**config.mk**
```make
export PLATFORM = sky130hd
export DESIGN_NAME = lowest_free_id_allocator_flat
export DESIGN_NICKNAME = d
export VERILOG_FILES = /design/src/rtl/core/lfa_pkg.sv /design/src/rtl/core/lfa_if.sv /design/src/rtl/core/lfa_ctrl.sv /design/src/rtl/core/lfa_dp.sv /design/src/rtl/core/lowest_free_id_allocator.sv /design/src/flat_wrapper.sv
export SDC_FILE = /design/constraint.sdc
export NUM_CORES = 1
export LEC_CHECK = 0
export ABC_CLOCK_PERIOD_IN_PS = 4900
export BUFFER_PORTS_ARGS = -buffer_cell sky130_fd_sc_hd__buf_2
export CAP_MARGIN = 0
export CORE_MARGIN = 1
export CORE_UTILIZATION = 30
export DETAILED_ROUTE_END_ITERATION = 6
export PLACE_DENSITY = 0.48
export SYNTH_ARGS = -nofsm -noshare
export SYNTH_HDL_FRONTEND = slang
export SYNTH_SLANG_ARGS = --single-unit
export TNS_END_PERCENT = 30
```
**constraint.sdc**
```tcl
create_clock -name clk_i -period 4.9 [get_ports clk_i]
set_input_delay 0.49 -clock clk_i [delete_from_list [all_inputs] [get_ports clk_i]]
set_output_delay 0.49 -clock clk_i [all_outputs]
set_load 0.005 [all_outputs]
```
**src/rtl/core/lfa_pkg.sv**
```systemverilog
// Package for the lowest-free identifier allocator: widths, request and
// status codes, controller states and the command/status structs.
// No dependencies; compiled first.
`default_nettype none

package lfa_pkg;

  // Field widths fixed by the request and result formats
  localparam int ID_W   = 32;
  localparam int REQ_W  = 2;
  localparam int STAT_W = 2;
  localparam int CNT_W  = 7;

  // id_count is 7 bits, so no window exceeds this many slots
  localparam int MAX_WIN = 127;

  // Flags examined per scan step
  localparam int LANE_W  = 32;
  localparam int LANE_IW = 5;

  // APB register map
  localparam int ADDR_W   = 3;
  localparam int DATA_W   = 32;
  localparam logic REG_BASE_ID  = 1'b0;
  localparam logic REG_ID_COUNT = 1'b1;

  typedef enum logic [REQ_W-1:0] {
    REQ_ISSUE = 2'd0,
    REQ_FREE  = 2'd1,
    REQ_QUERY = 2'd2
  } req_type_e;

  typedef enum logic [STAT_W-1:0] {
    ST_OK    = 2'd0,
    ST_FAIL  = 2'd1,
    ST_RANGE = 2'd2
  } status_e;

  typedef enum logic [2:0] {
    S_IDLE,
    S_SCAN_FREE,
    S_APPLY,
    S_SCAN_MAX,
    S_RESULT
  } state_e;

  // Controller to datapath
  typedef struct packed {
    logic load_req;
    logic scan_clr;
    logic scan_step;
    logic apply;
    logic load_rsp;
  } ctrl_cmd_t;

  // Datapath to controller
  typedef struct packed {
    logic in_issue;
    logic scan_last;
    logic rsp_free;
  } dp_stat_t;

endpackage

`default_nettype wire

```
**src/rtl/core/lfa_if.sv**
```systemverilog
// Request and result channel interfaces of the identifier allocator.
// Depends on lfa_pkg for field widths.
`default_nettype none

interface lfa_req_if
  import lfa_pkg::*;
();
  logic             valid;
  logic             ready;
  logic [REQ_W-1:0] req_type;
  logic [ID_W-1:0]  id;

  modport source (output valid, output req_type, output id, input ready);
  modport sink   (input valid, input req_type, input id, output ready);
endinterface

interface lfa_rsp_if
  import lfa_pkg::*;
();
  logic              valid;
  logic              ready;
  logic [STAT_W-1:0] status;
  logic [ID_W-1:0]   result_id;
  logic              is_taken;
  logic [ID_W-1:0]   largest_issued;
  logic              any_issued;

  modport source (output valid, output status, output result_id, output is_taken,
                  output largest_issued, output any_issued, input ready);
  modport sink   (input valid, input status, input result_id, input is_taken,
                  input largest_issued, input any_issued, output ready);
endinterface

`default_nettype wire

```
**src/rtl/core/lfa_ctrl.sv**
```systemverilog
// Controller of the identifier allocator: sequences accept, free-slot scan,
// bitmap update, largest-id scan and result load. Depends on lfa_pkg.
`default_nettype none

module lfa_ctrl
  import lfa_pkg::*;
(
  input  wire logic      clk_i,
  input  wire logic      rst_ni,
  input  wire logic      req_valid_i,
  output logic           req_ready_o,
  input  wire dp_stat_t  stat_i,
  output ctrl_cmd_t      cmd_o
);

  state_e state_q, state_d;

  // Advance the state
  always_ff @(posedge clk_i or negedge rst_ni) begin
    if (!rst_ni) begin
      state_q <= S_IDLE;
    end else begin
      state_q <= state_d;
    end
  end

  // Next state
  always_comb begin
    state_d = state_q;
    case (state_q)
      S_IDLE: begin
        if (req_valid_i) begin
          state_d = stat_i.in_issue ? S_SCAN_FREE : S_APPLY;
        end
      end
      S_SCAN_FREE: begin
        if (stat_i.scan_last) begin
          state_d = S_APPLY;
        end
      end
      S_APPLY: begin
        state_d = S_SCAN_MAX;
      end
      S_SCAN_MAX: begin
        if (stat_i.scan_last) begin
          state_d = S_RESULT;
        end
      end
      S_RESULT: begin
        if (stat_i.rsp_free) begin
          state_d = S_IDLE;
        end
      end
      default: begin
        state_d = S_IDLE;
      end
    endcase
  end

  // Commands
  always_comb begin
    cmd_o       = '0;
    req_ready_o = 1'b0;
    case (state_q)
      S_IDLE: begin
        req_ready_o      = 1'b1;
        cmd_o.load_req   = req_valid_i;
        cmd_o.scan_clr   = 1'b1;
      end
      S_SCAN_FREE: begin
        cmd_o.scan_step  = 1'b1;
      end
      S_APPLY: begin
        cmd_o.apply      = 1'b1;
        cmd_o.scan_clr   = 1'b1;
      end
      S_SCAN_MAX: begin
        cmd_o.scan_step  = 1'b1;
      end
      S_RESULT: begin
        cmd_o.load_rsp   = stat_i.rsp_free;
      end
      default: begin
        cmd_o = '0;
      end
    endcase
  end

endmodule

`default_nettype wire

```
**src/rtl/core/lfa_dp.sv**
```systemverilog
// Datapath of the identifier allocator: taken bitmap, chunked scan for the
// lowest free and highest taken slots, and the result register.
// Depends on lfa_pkg; driven by lfa_ctrl.
`default_nettype none

module lfa_dp
  import lfa_pkg::*;
#(
  parameter int ID_SLOTS = 64
) (
  input  wire logic              clk_i,
  input  wire logic              rst_ni,
  input  wire logic [ID_W-1:0]   base_id_i,
  input  wire logic [CNT_W-1:0]  id_count_i,
  input  wire logic [REQ_W-1:0]  req_type_i,
  input  wire logic [ID_W-1:0]   id_i,
  input  wire ctrl_cmd_t         cmd_i,
  output dp_stat_t               stat_o,
  output logic                   rsp_valid_o,
  input  wire logic              rsp_ready_i,
  output logic [STAT_W-1:0]      rsp_status_o,
  output logic [ID_W-1:0]        rsp_result_id_o,
  output logic                   rsp_is_taken_o,
  output logic [ID_W-1:0]        rsp_largest_o,
  output logic                   rsp_any_o
);

  // Slots beyond the largest possible window are never reachable
  localparam int SLOT_N  = (ID_SLOTS < MAX_WIN) ? ID_SLOTS : MAX_WIN;
  localparam int SLOT_IW = (SLOT_N > 1) ? $clog2(SLOT_N) : 1;
  localparam int NCHUNK  = (SLOT_N + LANE_W - 1) / LANE_W;
  localparam int CHK_IW  = (NCHUNK > 1) ? $clog2(NCHUNK) : 1;
  localparam int PAD_W   = NCHUNK * LANE_W;

  logic [SLOT_N-1:0] bitmap_q, bitmap_d;
  logic [REQ_W-1:0]  req_type_q;
  logic [ID_W-1:0]   id_q;
  logic [CHK_IW-1:0] chunk_q;
  logic              free_found_q, hi_any_q, lo_any_q;
  logic [CNT_W-1:0]  free_idx_q, hi_idx_q, lo_idx_q;
  status_e           st_q, st_d;
  logic [ID_W-1:0]   rid_q, rid_d;
  logic              tk_q, tk_d;
  logic              rsp_valid_q;
  status_e           rsp_status_q;
  logic [ID_W-1:0]   rsp_rid_q, rsp_largest_q;
  logic              rsp_tk_q, rsp_any_q;

  logic [CNT_W-1:0]  win;
  logic              has_wrap;
  logic [CNT_W-1:0]  wrap_lim;
  logic [ID_W-1:0]   off;
  logic              in_win;
  logic              off_bit;
  logic [CNT_W-1:0]  last_chk;
  logic [PAD_W-1:0]  map_pad;
  logic [LANE_W-1:0] chunk_bits;
  logic [CNT_W-1:0]  k_base;
  logic [LANE_W-1:0] free_m, taken_m, lo_m;
  logic              free_any, taken_any, lo_any;
  logic [LANE_IW-1:0] free_pos, taken_pos, lo_pos;
  logic [ID_W-1:0]   largest;

  // Window size, wrap point and request offset
  assign win      = (id_count_i < CNT_W'(SLOT_N)) ? id_count_i : CNT_W'(SLOT_N);
  assign has_wrap = (&base_id_i[ID_W-1:CNT_W]) && (base_id_i[CNT_W-1:0] != '0);
  assign wrap_lim = CNT_W'(0) - base_id_i[CNT_W-1:0];
  assign off      = id_q - base_id_i;
  assign in_win   = (off[ID_W-1:CNT_W] == '0) && (off[CNT_W-1:0] < win);
  assign off_bit  = in_win ? bitmap_q[off[SLOT_IW-1:0]] : 1'b0;
  assign last_chk = (win == '0) ? '0 : ((win - CNT_W'(1)) >> LANE_IW);

  // Pick the chunk under scan
  always_comb begin
    map_pad = '0;
    map_pad[SLOT_N-1:0] = bitmap_q;
  end
  assign chunk_bits = map_pad[chunk_q*LANE_W +: LANE_W];
  assign k_base     = CNT_W'(chunk_q) << LANE_IW;

  // Classify each lane of the chunk
  always_comb begin
    logic [CNT_W-1:0] k;
    for (int j = 0; j < LANE_W; j++) begin
      k          = k_base + CNT_W'(j);
      free_m[j]  = !chunk_bits[j] && (k < win);
      taken_m[j] = chunk_bits[j] && (k < win);
      lo_m[j]    = chunk_bits[j] && (k < win) && (!has_wrap || (k < wrap_lim));
    end
  end

  // Lowest free lane
  always_comb begin
    free_any = 1'b0;
    free_pos = '0;
    for (int j = LANE_W - 1; j >= 0; j--) begin
      if (free_m[j]) begin
        free_any = 1'b1;
        free_pos = LANE_IW'(j);
      end
    end
  end

  // Highest taken lanes, overall and below the wrap point
  always_comb begin
    taken_any = 1'b0;
    taken_pos = '0;
    lo_any    = 1'b0;
    lo_pos    = '0;
    for (int j = 0; j < LANE_W; j++) begin
      if (taken_m[j]) begin
        taken_any = 1'b1;
        taken_pos = LANE_IW'(j);
      end
      if (lo_m[j]) begin
        lo_any = 1'b1;
        lo_pos = LANE_IW'(j);
      end
    end
  end

  // Scan accumulators
  always_ff @(posedge clk_i or negedge rst_ni) begin
    if (!rst_ni) begin
      chunk_q      <= '0;
      free_found_q <= 1'b0;
      hi_any_q     <= 1'b0;
      lo_any_q     <= 1'b0;
    end else if (cmd_i.scan_clr) begin
      chunk_q      <= '0;
      free_found_q <= 1'b0;
      hi_any_q     <= 1'b0;
      lo_any_q     <= 1'b0;
    end else if (cmd_i.scan_step) begin
      chunk_q <= chunk_q + CHK_IW'(1);
      if (!free_found_q && free_any) begin
        free_found_q <= 1'b1;
      end
      if (taken_any) begin
        hi_any_q <= 1'b1;
      end
      if (lo_any) begin
        lo_any_q <= 1'b1;
      end
    end
  end

  always_ff @(posedge clk_i) begin
    if (cmd_i.scan_step) begin
      if (!free_found_q && free_any) begin
        free_idx_q <= k_base + CNT_W'(free_pos);
      end
      if (taken_any) begin
        hi_idx_q <= k_base + CNT_W'(taken_pos);
      end
      if (lo_any) begin
        lo_idx_q <= k_base + CNT_W'(lo_pos);
      end
    end
  end

  // Capture the request
  always_ff @(posedge clk_i) begin
    if (cmd_i.load_req) begin
      req_type_q <= req_type_i;
      id_q       <= id_i;
    end
  end

  // Decide the outcome and the bitmap change
  always_comb begin
    bitmap_d = bitmap_q;
    st_d     = ST_FAIL;
    rid_d    = id_q;
    tk_d     = 1'b0;
    case (req_type_e'(req_type_q))
      REQ_ISSUE: begin
        if (free_found_q) begin
          bitmap_d[free_idx_q[SLOT_IW-1:0]] = 1'b1;
          st_d  = ST_OK;
          rid_d = base_id_i + ID_W'(free_idx_q);
        end
      end
      REQ_FREE: begin
        if (!in_win) begin
          st_d = ST_RANGE;
        end else if (off_bit) begin
          bitmap_d[off[SLOT_IW-1:0]] = 1'b0;
          st_d = ST_OK;
        end
      end
      REQ_QUERY: begin
        if (!in_win) begin
          st_d = ST_RANGE;
        end else begin
          st_d = ST_OK;
          tk_d = off_bit;
        end
      end
      default: begin
        st_d = ST_FAIL;
      end
    endcase
  end

  // Update the bitmap
  always_ff @(posedge clk_i or negedge rst_ni) begin
    if (!rst_ni) begin
      bitmap_q <= '0;
    end else if (cmd_i.apply) begin
      bitmap_q <= bitmap_d;
    end
  end

  always_ff @(posedge clk_i) begin
    if (cmd_i.apply) begin
      st_q  <= st_d;
      rid_q <= rid_d;
      tk_q  <= tk_d;
    end
  end

  // Largest issued value: prefer slots that do not wrap past the top
  always_comb begin
    if (lo_any_q) begin
      largest = base_id_i + ID_W'(lo_idx_q);
    end else if (hi_any_q) begin
      largest = base_id_i + ID_W'(hi_idx_q);
    end else begin
      largest = '0;
    end
  end

  // Result register: load when empty or draining, drop on take
  always_ff @(posedge clk_i or negedge rst_ni) begin
    if (!rst_ni) begin
      rsp_valid_q <= 1'b0;
    end else if (cmd_i.load_rsp) begin
      rsp_valid_q <= 1'b1;
    end else if (rsp_ready_i) begin
      rsp_valid_q <= 1'b0;
    end
  end

  always_ff @(posedge clk_i) begin
    if (cmd_i.load_rsp) begin
      rsp_status_q  <= st_q;
      rsp_rid_q     <= rid_q;
      rsp_tk_q      <= tk_q;
      rsp_largest_q <= largest;
      rsp_any_q     <= hi_any_q;
    end
  end

  assign stat_o.in_issue  = (req_type_i == REQ_ISSUE);
  assign stat_o.scan_last = (CNT_W'(chunk_q) == last_chk);
  assign stat_o.rsp_free  = !rsp_valid_q || rsp_ready_i;

  assign rsp_valid_o     = rsp_valid_q;
  assign rsp_status_o    = rsp_status_q;
  assign rsp_result_id_o = rsp_rid_q;
  assign rsp_is_taken_o  = rsp_tk_q;
  assign rsp_largest_o   = rsp_largest_q;
  assign rsp_any_o       = rsp_any_q;

endmodule

`default_nettype wire

```
**src/rtl/core/lowest_free_id_allocator.sv**
```systemverilog
// Lowest-free-first identifier allocator, top level: APB register block,
// controller and datapath. Depends on lfa_pkg, lfa_if, lfa_ctrl, lfa_dp.
//
// Usage: requests arrive on req_i (valid/ready); req_type selects issue,
// free or query, and id names the identifier for free and query. Each
// request yields one result on rsp_o (status, result_id, is_taken,
// largest_issued, any_issued). base_id (address 0) and id_count (address 4)
// are written over the APB port; the user must write them only while no
// request is in flight, as the block itself does not enforce it.
// An issue runs a scan for the lowest free slot, then the bitmap update,
// then a scan for the largest issued id; a free or query skips the first
// scan. Each scan walks the window in chunks of 32 flags. The next
// request is taken in the cycle after the result is registered; no new
// request is accepted while one is in progress.
// The result sits in an output register; a stalled receiver holds it while
// the next request is accepted and processed, and that request waits in
// its final state until the register drains.
// Reset clears every taken flag, sets base_id to 0 and id_count to 64.
`default_nettype none

module lowest_free_id_allocator
  import lfa_pkg::*;
#(
  parameter int ID_SLOTS = 64
) (
  input  wire logic              clk_i,
  input  wire logic              rst_ni,
  lfa_req_if.sink                req_i,
  lfa_rsp_if.source              rsp_o,
  input  wire logic              psel,
  input  wire logic              penable,
  input  wire logic              pwrite,
  input  wire logic [ADDR_W-1:0] paddr,
  input  wire logic [DATA_W-1:0] pwdata,
  output logic [DATA_W-1:0]      prdata,
  output logic                   pready
);

  logic [ID_W-1:0]  base_id_q;
  logic [CNT_W-1:0] id_count_q;
  logic             cfg_wr;
  ctrl_cmd_t        cmd;
  dp_stat_t         stat;

  // Configuration registers
  assign pready = 1'b1;
  assign cfg_wr = psel && penable && pwrite;

  always_ff @(posedge clk_i or negedge rst_ni) begin
    if (!rst_ni) begin
      base_id_q  <= '0;
      id_count_q <= CNT_W'(64);
    end else if (cfg_wr) begin
      if (paddr[2] == REG_BASE_ID) begin
        base_id_q <= pwdata[ID_W-1:0];
      end else begin
        id_count_q <= pwdata[CNT_W-1:0];
      end
    end
  end

  assign prdata = (paddr[2] == REG_ID_COUNT) ? DATA_W'(id_count_q) : DATA_W'(base_id_q);

  lfa_ctrl u_ctrl (
    .clk_i       (clk_i),
    .rst_ni      (rst_ni),
    .req_valid_i (req_i.valid),
    .req_ready_o (req_i.ready),
    .stat_i      (stat),
    .cmd_o       (cmd)
  );

  lfa_dp #(
    .ID_SLOTS (ID_SLOTS)
  ) u_dp (
    .clk_i           (clk_i),
    .rst_ni          (rst_ni),
    .base_id_i       (base_id_q),
    .id_count_i      (id_count_q),
    .req_type_i      (req_i.req_type),
    .id_i            (req_i.id),
    .cmd_i           (cmd),
    .stat_o          (stat),
    .rsp_valid_o     (rsp_o.valid),
    .rsp_ready_i     (rsp_o.ready),
    .rsp_status_o    (rsp_o.status),
    .rsp_result_id_o (rsp_o.result_id),
    .rsp_is_taken_o  (rsp_o.is_taken),
    .rsp_largest_o   (rsp_o.largest_issued),
    .rsp_any_o       (rsp_o.any_issued)
  );

endmodule

`default_nettype wire
```
**src/flat_wrapper.sv**
```systemverilog
// flat-port wrapper written by rule: the top's interface ports become plain ports
module lowest_free_id_allocator_flat import lfa_pkg::*;
#(
  parameter int ID_SLOTS = 64
)
  (clk_i, rst_ni, psel, penable, pwrite, paddr, pwdata, prdata, pready, req_i_valid, req_i_req_type, req_i_id, req_i_ready, rsp_o_valid, rsp_o_status, rsp_o_result_id, rsp_o_is_taken, rsp_o_largest_issued, rsp_o_any_issued, rsp_o_ready);
  lfa_req_if req_i_i ();
  lfa_rsp_if rsp_o_i ();
  input  wire logic clk_i;
  input  wire logic rst_ni;
  input  wire logic psel;
  input  wire logic penable;
  input  wire logic pwrite;
  input  wire logic [ADDR_W-1:0] paddr;
  input  wire logic [DATA_W-1:0] pwdata;
  output logic [DATA_W-1:0] prdata;
  output logic pready;
  input wire logic [$bits(req_i_i.valid)-1:0] req_i_valid;
  input wire logic [$bits(req_i_i.req_type)-1:0] req_i_req_type;
  input wire logic [$bits(req_i_i.id)-1:0] req_i_id;
  output wire logic [$bits(req_i_i.ready)-1:0] req_i_ready;
  output wire logic [$bits(rsp_o_i.valid)-1:0] rsp_o_valid;
  output wire logic [$bits(rsp_o_i.status)-1:0] rsp_o_status;
  output wire logic [$bits(rsp_o_i.result_id)-1:0] rsp_o_result_id;
  output wire logic [$bits(rsp_o_i.is_taken)-1:0] rsp_o_is_taken;
  output wire logic [$bits(rsp_o_i.largest_issued)-1:0] rsp_o_largest_issued;
  output wire logic [$bits(rsp_o_i.any_issued)-1:0] rsp_o_any_issued;
  input wire logic [$bits(rsp_o_i.ready)-1:0] rsp_o_ready;
  assign req_i_i.valid = req_i_valid;
  assign req_i_i.req_type = req_i_req_type;
  assign req_i_i.id = req_i_id;
  assign req_i_ready = req_i_i.ready;
  assign rsp_o_valid = rsp_o_i.valid;
  assign rsp_o_status = rsp_o_i.status;
  assign rsp_o_result_id = rsp_o_i.result_id;
  assign rsp_o_is_taken = rsp_o_i.is_taken;
  assign rsp_o_largest_issued = rsp_o_i.largest_issued;
  assign rsp_o_any_issued = rsp_o_i.any_issued;
  assign rsp_o_i.ready = rsp_o_ready;
  lowest_free_id_allocator #(.ID_SLOTS(ID_SLOTS)) u_core (.clk_i(clk_i), .rst_ni(rst_ni), .req_i(req_i_i), .rsp_o(rsp_o_i), .psel(psel), .penable(penable), .pwrite(pwrite), .paddr(paddr), .pwdata(pwdata), .prdata(prdata), .pready(pready));
endmodule
```
Word-level counts from Yosys, hierarchy flattened --
Cells that the tools add are included.
Storage, ports and cells: bits in registers 269, word-level logic and storage cells 587, output and inout port bits 103
Operators by class: order comparisons 70, equal/unequal tests 14, reductions and logical operators 197, bitwise gates (word level) 4, add/subtract/negate cells 41, shifts and indexed selects 1, multiplexer cells 238
Operators by type and width (count):
- 2-to-1 mux 5 bit | 92
- less-than comparator 7 bit | 63
- 2-to-1 mux 64 bit | 3
- 2-to-1 mux 32 bit | 5
- one-hot mux 64 bit (2 select lines) | 1
- 2-to-1 mux 1 bit | 123
- adder 6 x 5 -> 7 bit, second input constant | 16
- logical AND 1 bit | 103
- adder 32 x 7 -> 32 bit | 3
- AND 64 bit | 1
- NOT 64 bit | 1
- OR 64 bit | 1
- indexed part select 64 x 7 -> 32 bit | 1
- adder 6 x 4 -> 7 bit, second input constant | 8
- zero test 1 bit | 35
- logical OR 1 bit | 33
- subtractor 32 bit | 1
- adder 6 x 3 -> 7 bit, second input constant | 4
- zero test 25 bit | 1
- AND reduction 25 bit | 1
- adder 6 x 5 -> 7 bit | 3
- AND reduction 2 bit | 9
- one-hot mux 3 bit (5 select lines) | 1
- adder 6 x 2 -> 7 bit, second input constant | 2
- other kinds (31) | 54

Depth between registers and ports, before layout --
Gate-level depths: netlist of run 1.
depth in word-level cells 40, gate-level depth with buffers 21

Modules after synthesis --
Synthesis of run 1 repeated with hierarchy kept, for this count alone.
Second synthesis, totals: cells, all modules 2044, area, all modules 18800.5 sq um
By module, submodules not included:
- lfa_dp | area an instance 16769.8 sq um, instances 1, cells each 1906
- lowest_free_id_allocator | area an instance 1856.8 sq um, instances 1, cells each 121
- lfa_ctrl | area an instance 173.9 sq um, instances 1, cells each 17

Worst setup path after synthesis of run 1 --
No wires, ideal clock.
kind register to register, start register u_core.base_id_q[4], end register u_core.u_dp.bitmap_q[15], slack -0.111 ns, buffers on the path 3, required time 4.773 ns, period minus slack after synthesis 5.011 ns, arrival 4.884 ns, cell stages (with the launch flop) 20, cells stage by stage dfrtp_1 -> clkbuf_1 -> inv_1 -> ha_1 -> nand2_1 -> a211oi_2 -> o21ai_0 -> and2_1 -> clkbuf_1 -> ha_1 -> a2111oi_0 -> o21ai_0 -> nor4_1 -> o2111ai_1 -> nor4_1 -> nand4b_1 -> or4b_4 -> o31ai_2 -> buf_2 -> a21oi_1
Between the ends: cells in the longest elaborated chain, start to end 10
Ends and longest elaborated chain:
- from (decl) | line lowest_free_id_allocator.sv:39 | logic [ID_W-1:0] base_id_q;
- from (signal assigned) | line lowest_free_id_allocator.sv:55 | base_id_q <= pwdata[ID_W-1:0];
- subtractor 32 bit * | line lfa_dp.sv:68 | assign off = id_q - base_id_i;
- less-than comparator 6 x 7 -> 1 bit (implied by the code) / greater-or-equal comparator 6 x 1 -> 1 bit (equally long branches) | line lfa_dp.sv:188 | bitmap_d[off[SLOT_IW-1:0]] = 1'b0;
- logical AND 1 bit (implied by the code) | line lfa_dp.sv:188
- 2-to-1 mux 1 bit (implied by the code) | line lfa_dp.sv:188
- demux 1 bit (select 6 bit) | line lfa_dp.sv:188
- NOT 64 bit (no line)
- AND 64 bit (no line)
- 2-to-1 mux 64 bit | line lfa_dp.sv:187 | end else if (off_bit) begin
- 2-to-1 mux 64 bit | line lfa_dp.sv:185 | if (!in_win) begin
- one-hot mux 64 bit (2 select lines) | line lfa_dp.sv:176 | case (req_type_e'(req_type_q))
- to (signal assigned) | line lfa_dp.sv:211 | bitmap_q <= bitmap_d;
- to (decl) | line lfa_dp.sv:35 | logic [SLOT_N-1:0] bitmap_q, bitmap_d;
Every way passes the cells marked *; elsewhere a longest branch is shown, timed or not. The select of a mux whose other input is x is not followed. A chain may end at the register's enable or synchronous reset.

Final worst setup path of run 1 --
start register u_core.u_dp.id_q[0], end register u_core.u_dp.bitmap_q[35]
Between the ends: cells in the longest elaborated chain, start to end 10
Ends and longest elaborated chain:
- from (decl) | line lfa_dp.sv:37 | logic [ID_W-1:0] id_q;
- from (signal assigned) | line lfa_dp.sv:166 | id_q <= id_i;
- subtractor 32 bit * | line lfa_dp.sv:68
- less-than comparator 6 x 7 -> 1 bit (implied by the code) / greater-or-equal comparator 6 x 1 -> 1 bit (equally long branches) | line lfa_dp.sv:188
- logical AND 1 bit (implied by the code) | line lfa_dp.sv:188
- 2-to-1 mux 1 bit (implied by the code) | line lfa_dp.sv:188
- demux 1 bit (select 6 bit) | line lfa_dp.sv:188
- NOT 64 bit (no line)
- AND 64 bit (no line)
- 2-to-1 mux 64 bit | line lfa_dp.sv:187
- 2-to-1 mux 64 bit | line lfa_dp.sv:185
- one-hot mux 64 bit (2 select lines) | line lfa_dp.sv:176
Marks and branches as above.

==> results of run 1 <==
kinds of logic after synthesis:
kind of cell / synth area share, %
muxes: 6.00
other: 0.0211
adders and majority gates: 4.67
xor gates and xnor gates: 2.66
buffers and inverters: 3.78
AOI/OAI and AO/OA: 23.5
and+or+nand+nor: 17.6
DFF: 41.7
cell type report:
cell class / count / share of cell area (%)
Inverter: 74 / 1.30
Clock inverter: 19 / 0.691
Multi-Input combinational cell: 1518 / 45.9
Sequential cell: 266 / 34.8
Antenna cell: 1 / 0.0117
Clock buffer: 45 / 4.62
Timing Repair Buffer: 279 / 8.20
Tap cell: 765 / 4.48
what timing repair did:
item	in CTS	in global routing
pin swaps	2	17
endpoints found under the setup margin	64	73
gates resized for setup	3	17
buffers inserted	1	4
gates cloned	0	1
placed cells by master (no fill, tap or decap), types with 18 or more instances in the layout:
master,n
a21o_1,34
dfrtp_1,110
nand2b_1,25
o22ai_1,18
o21ai_1,28
nand2_1,167
mux2i_1,28
and2_1,20
clkbuf_16,38
nor2b_1,20
buf_2,174
a31oi_1,21
buf_4,98
inv_1,68
a21oi_1,237
ha_1,58
mux2_2,56
nor3_1,64
o21ai_0,135
edfxtp_1,155
nand3_1,39
xnor2_1,42
or3_1,18
nor2_1,174
per-layer routing:
metal	vias to the layer above	routed length [um]
met3	140	4100
met2	671	33000
met4	4	2890
li1	7748	-
met1	8174	29500
met5	-	24
final timing paths:
| check | slack, ns | from | cells past startpoint | endpoint |
|---|---|---|---|---|
| max in group asynchronous | 3.81 | rst_ni | 2 | u_core.u_dp.bitmap_q[31] |
| max | 0.12 | u_core.u_dp.id_q[0] | 22 | u_core.u_dp.bitmap_q[35] |
| min | 0.08 | rst_ni | 1 | u_core.u_dp.bitmap_q[14] |
| min reg2reg | 0.41 | u_core.u_dp.rid_q[14] | 0 | u_core.u_dp.rsp_result_id_o[14] |
| max reg2reg | 0.12 | u_core.u_dp.id_q[0] | 22 | u_core.u_dp.bitmap_q[35] |
| min in group clk_i | 0.12 | req_i_id[1] | 1 | u_core.u_dp.id_q[1] |
state kept, by name, summed over array words and instances, names as in the netlist, 2 cells and up:
signal	count
u_core.u_dp.st_q	2
u_core.u_dp.bitmap_q	64
u_core.u_dp.rsp_result_id_o	32
u_core.u_ctrl.state_q	3
u_core.base_id_q	32
u_core.u_dp.lo_idx_q	6
u_core.u_dp.free_idx_q	6
u_core.u_dp.id_q	32
u_core.u_dp.rid_q	32
u_core.id_count_q	7
u_core.u_dp.hi_idx_q	6
u_core.u_dp.rsp_status_o	2
u_core.u_dp.rsp_largest_o	32
u_core.u_dp.req_type_q	2
worst max-delay path: cells and delay by family (launching register included):
kind,cells,cell delay (ns)
AO/OA/AOI/OAI,6,1.08
adder cells (fa/ha/maj),3,0.66
XOR/XNOR,1,0.22
AND/OR/NAND/NOR,7,1.66
buffers and inverters,5,0.62
flip-flops,1,0.39
report_power, final:
part,total (mW),switching (mW),internal [mW]
registers,3.61,0.458,3.16
clock network,2.55,1.06,1.49
logic,6.18,3.90,2.28
==> flow_summary.yaml, run 1 <==
layout:
  design_area_sq_um: 21400
  nets: 2314
  fin_cells: 2967
  area_delta_synth_final_pct: 20.0
  fin_util_pct: 36.7
  drive_gt1_share_pct: 20.7
  register_area_sq_um: 7430
  fillCellCount: 5969
  multi_input_area_sq_um: 9810
critical_path:
  required_ns: 5.32
  endpoint_kind: "register"
  arrival_ns: 5.21
  crit_type: "reg2reg"
  critPathLaunchType: "register"
  cp_slowest_cell: "or4b_4"
  max_stage_delay_ns: 0.63
  path_cells: "inv_2, ha_4, inv_2, fa_2, a21oi_2, buf_4, nor2b_1, nor2_1, xor2_1, inv_1, ha_4, nor3_2, o21ai_1, o2111a_1, nor4_2, o2111ai_1, nor4_2, nand4b_1, or4b_4, o31ai_4, clkbuf_16, a21oi_1"
  critPathMaxFanout: 8
sta:
  skew_ns: 0.0422
  worst_slack_ns: 0.115
  slew_headroom_pct: 26.5
  final.setup.tns_ns: 0
  worstMarginPinSlew_ns: 1.10
  timing_hold_violations_final: 0
  report.final.slew_viol_count: 0
  fmax_mhz: 209
  rsz0062_at_grt: "yes"
  hold_slack_ns: 0.0801
  finalCriticalPeriod_ns: 4.78
  fin_crit_sh_pct: 97.6
  finalSetupViolCount: 0
power_and_ir_drop:
  powerDensity_nw_per_um2: 578
  peakVddDrop_mv: 0.259
  leakagePower_nw: 8.72
  finalPower_mw: 12.3
cts:
  insertion_delay_ns: 0.57
  tritoncts: "done"
  cts_hold_buffers: 0
  htreeDepth: 2
  clk_pin_slew_ns: 0.07
  ctsLongestPathBuffers: 3
  cts_sinks: 266
  numCtsBuffers: 35
  root_buffer: "clkbuf_16"
logic_synthesis:
  ys_top_cells_by_count: "a21oi_1, nor2_1, nand2_1, edfxtp_1, o21ai_0"
  synth.most_common_cell: "a21oi_1"
  synthTopCellsByArea: "edfxtp_1, dfrtp_1, a21oi_1"
  syn_area_per_cell_sq_um: 9.12
  synth_cells: 1953
  synth-edff-count: 155
  yosysTopAreaCellShare_pct: 26.1
  ys_ff_latch: 266
  syn-num-nets: 2093
  ys_seq_area_share_pct: 41.7
  synth_top_area_cell: "edfxtp_1"
  synthArstFlopShare_pct: 41.7
  synthesis.area_sq_um: 17800
  synth_top_flop_cell: "edfxtp_1"
  synthDistinctLibCells: 95
  ys.warnings.count: 0
placement:
  placed_cells: 2896
  gp_congestion: 0.943
  dp_hpwl_um: 53500
  dpl_worst_slack_ns: -0.0545
  numPortBuffers: 175
  post_dp_cell_area_sq_um: 20100
status:
  status: "finished, final reports clean"
grt:
  grt_util_met3_pct: 2.67
  top_usage_layer: "met2"
  track_usage_pct: 22.6
  grt_pass1_vias: 16300
  grt_pass1_wl_um: 103000
  antenna_found_initial: 5
  grt_max_degree: 63
  use_met1_pct: 29.5
  overflow: 0
  grt_use_met2_pct: 37.8
min_path:
  hold_path.class: "in2async"
floorplan:
  dieWidth_um: 246
  rows: 88
  num_io_pins: 179
  coreArea_sq_um: 58100
  die_h_um: 246
  initial_core_util_pct: 30.6
  dieArea_sq_um: 60300
routing:
  drtIter0Drc: 1462
  detail-route-antenna-nets: 0
  via_per_inst: 5.64
  wirelength_um: 69500
  dr.pass1.iters: 6
  wl_per_cell_um: 23.4
  vias: 16700
  route.detailed.drc: 0
flow_run:
  cap_violations: 0
Power figures use the tool's default switching activity.
==> run 2, diff against run 1 <==
- GPL_TIMING_DRIVEN: unset -> 0
- MAX_ROUTING_LAYER: unset -> met4
- SYNTH_HIERARCHICAL: unset -> 1
==> run 2 against run 1 <==
Effect of this change:
- largest power group unchanged
- hold slack worse by 0.0055 ns
- global-route usage up 1.5 points
- sequential power down 4%
- synthesized cell count up 4.7%
- sequential cell count unchanged
- clock skew down 0.0055 ns
- sequential share of layout area down 1.0 points
- non-clock buffer count up 26
- wire length up 9.5%
- largest cell class unchanged
==> flow_summary.yaml, run 2 <==
status:
  status: "finished, final reports clean"
layout:
  area_delta_synth_final_pct: 17.2
  nets: 2400
  largest_reg_flops: 64
  register_area_sq_um: 7440
  most-common-layout-cells: "buf_2, a21oi_1, nand2_1"
  multi_input_area_sq_um: 10700
  drive_gt1_share_pct: 18.5
  fillCellCount: 6380
  largest-register: "u_core/u_dp/bitmap_q"
  final_common_cell: "buf_2"
floorplan:
  coreArea_sq_um: 61800
  die_h_um: 252
  dieWidth_um: 252
  initial_core_util_pct: 30.4
  dieArea_sq_um: 63700
  rows: 91
  num_io_pins: 179
min_path:
  holdPathStages: 1
  min_to: "u_core/u_dp/id_q[4]"
  hold_path.class: "in2reg"
  worstHoldStart: "req_i_id[4]"
critical_path:
  arrival_ns: 5.17
  critPathMaxFanout: 10
  r2r-start: "u_core/base_id_q[2]"
  crit_type: "reg2reg"
  required_ns: 5.31
  reg2reg_depth: 19
  critPathLaunchType: "register"
  r2r-end: "u_core/u_dp/bitmap_q[21]"
  r2r_slack_ns: 0.14
  endpoint_kind: "register"
logic_synthesis:
  syn_area_per_cell_sq_um: 9.20
  synth.most_common_cell: "a21oi_1"
  synthArstFlopShare_pct: 41.7
  synth_top_area_cell: "edfxtp_1"
  synthTopCellsByArea: "edfxtp_1, dfrtp_1, a21oi_1"
  synthesis.area_sq_um: 18800
  synth_cells: 2044
  syn-num-nets: 2184
  yosysTopAreaCellShare_pct: 24.8
  ys_top_cells_by_count: "a21oi_1, nand2_1, edfxtp_1, nor2_1, o21ai_0"
  synthDistinctLibCells: 104
  ys.warnings.count: 6
  ys_ff_latch: 266
  synth_top_flop_cell: "edfxtp_1"
  synth-edff-count: 155
  ys_seq_area_share_pct: 39.5
cts:
  numCtsBuffers: 30
  tritoncts: "done"
  cts_sinks: 266
  insertion_delay_ns: 0.59
  clk_pin_slew_ns: 0.06
  htreeDepth: 1
  ctsLongestPathBuffers: 3
  root_buffer: "clkbuf_16"
power_and_ir_drop:
  p_seq_share_pct: 29.3
  powerDensity_nw_per_um2: 539
  peakVddDrop_mv: 0.254
  pwr-share-comb_pct: 51.6
  switching_share_pct: 45.2
  p_clk_share_pct: 19.1
  internal_power_mw: 6.51
  power_switching_mw: 5.37
  leakagePower_nw: 8.70
grt:
  grt_pass1_vias: 17500
  track_usage_pct: 24.1
  grt_max_degree: 82
  grt_pass1_wl_um: 113000
  antenna_found_initial: 4
  overflow: 0
placement:
  dp_hpwl_um: 60100
  numPortBuffers: 174
  gp_congestion: 0.990
  dpl_worst_slack_ns: -1.12
routing:
  dr_wl_met3_um: 4430
  detail-route-antenna-nets: 0
  met2_length_um: 36000
  via_per_inst: 5.75
  route.detailed.drc: 0
  wirelength_um: 76100
  top_layer_used: "met4"
  wl_met1_um: 33700
  vias: 17900
  wl_per_cell_um: 24.4
  dr.pass1.iters: 7
  drtIter0Drc: 1625
sta:
  timing_hold_violations_final: 0
  final.setup.tns_ns: 0
  fin_crit_sh_pct: 97.1
  finalCriticalPeriod_ns: 4.76
  hold_slack_ns: 0.0746
  finalSetupViolCount: 0
  skew_ns: 0.0367
  report.final.slew_viol_count: 0
  fmax_mhz: 210
  worstMarginPinSlew_ns: 1.40
  worst_slack_ns: 0.142
  slew_headroom_pct: 5.90
flow_run:
  cap_violations: 0
==> run 2: changes by cell type after synthesis, moves of 14 or more <==
cell     change
nor2b_1     +31
mux2_4      +30
a41oi_1     +51
a21oi_1     -64
mux2_2      -29
a31oi_1     +24
buf_2       +25
nor2_1      -19
mux2i_1     +14
a21o_1      -16
o21ai_1     -16
==> run 2: layout make-up <==
| type | count | share of cell area [%] |
|---|---|---|
| timing repair buffer | 186 | 4.63 |
| sequential | 266 | 33.8 |
| tap | 837 | 4.75 |
| antenna | 3 | 0.0341 |
| buffer | 119 | 2.56 |
| inverter | 76 | 1.31 |
| clock buffer | 39 | 3.75 |
| clock inverter | 16 | 0.693 |
| multi-input combinational | 1581 | 48.5 |
==> run 2: how the worst max path moves through the flow <==
stage | from | to | slack [ns] | cells past startpoint
floorplan | u_core/u_dp/chunk_q | u_core/u_dp/free_idx_q[0] | 0.67 | 14
global placement | u_core/u_dp/chunk_q | u_core/u_dp/lo_any_q | -1.15 | 14
detailed placement | u_core/u_dp/chunk_q | u_core/u_dp/lo_any_q | -1.12 | 14
CTS | u_core/base_id_q[2] | u_core/u_dp/st_q[1] | 0.008 | 19
global route | u_core/base_id_q[2] | u_core/u_dp/st_q[1] | -0.02 | 19
finish | u_core/base_id_q[2] | u_core/u_dp/bitmap_q[21] | 0.14 | 19
==> run 2: metrics by stage <==
| stage | area, sq um | utilization, % | cells | power, mW |
|---|---|---|---|---|
| floorplan | 18800 | - | 2044 | 7.35 |
| global placement | 20700 | 33.5 | 3055 | 9.36 |
| detailed placement | 20800 | 33.7 | 3060 | 9.39 |
| CTS | 21900 | 35.5 | 3118 | 11.8 |
| global route | 22000 | 35.6 | 3121 | 12.6 |
| finish | 22000 | 35.6 | 3123 | 11.9 |
==> run 2: routing by layer <==
metal	up-vias	global-route usage, %
li1	8199	-
met4	0	6.32
met1	8869	31.7
met2	766	39.4
met5	-	-
met3	108	2.50
==> run 2: kinds of logic after synthesis <==
kind of cell / count (synthesis) / share of synthesized area (%)
xor gates and xnor gates: 57 / 2.66
AOI/OAI and AO/OA: 670 / 23.5
adders and majority gates: 64 / 4.42
DFF: 266 / 39.5
buffers and inverters: 197 / 4.43
muxes: 102 / 6.61
other: 1 / 0.0199
and+or+nand+nor: 687 / 18.8
==> run 2: power by group through the flow <==
stage,clock (mW),combinational [mW],sequential (mW)
6_report,2.27,6.13,3.48
5_1_grt,2.43,6.63,3.53
4_1_cts,2.33,5.98,3.48
3_5_place_dp,0,5.87,3.53
3_3_place_gp,0,5.82,3.53
2_1_floorplan,0,4.02,3.33
==> run 2: timing repair <==
item	4_1_cts	5_1_grt
endpoints found under the hold margin	30	0
hold buffers	1	0
pin swaps	0	2
buffers inserted	3	3
endpoints found under the setup margin	102	93
gates resized for setup	22	34
==> run 2: critical path: stages (launching register included) <==
cell,delay [ns]
dfrtp_2,0.48
buf_6,0.18
inv_1,0.10
ha_1,0.43
xnor2_4,0.31
inv_1,0.17
buf_2,0.22
buf_2,0.23
ha_1,0.23
nor3_1,0.16
o21ai_0,0.11
o2111ai_1,0.25
nand4_1,0.16
nor4_2,0.20
nand3_1,0.14
nor4_1,0.26
and4_4,0.33
buf_4,0.24
clkbuf_4,0.25
a41oi_1,0.14
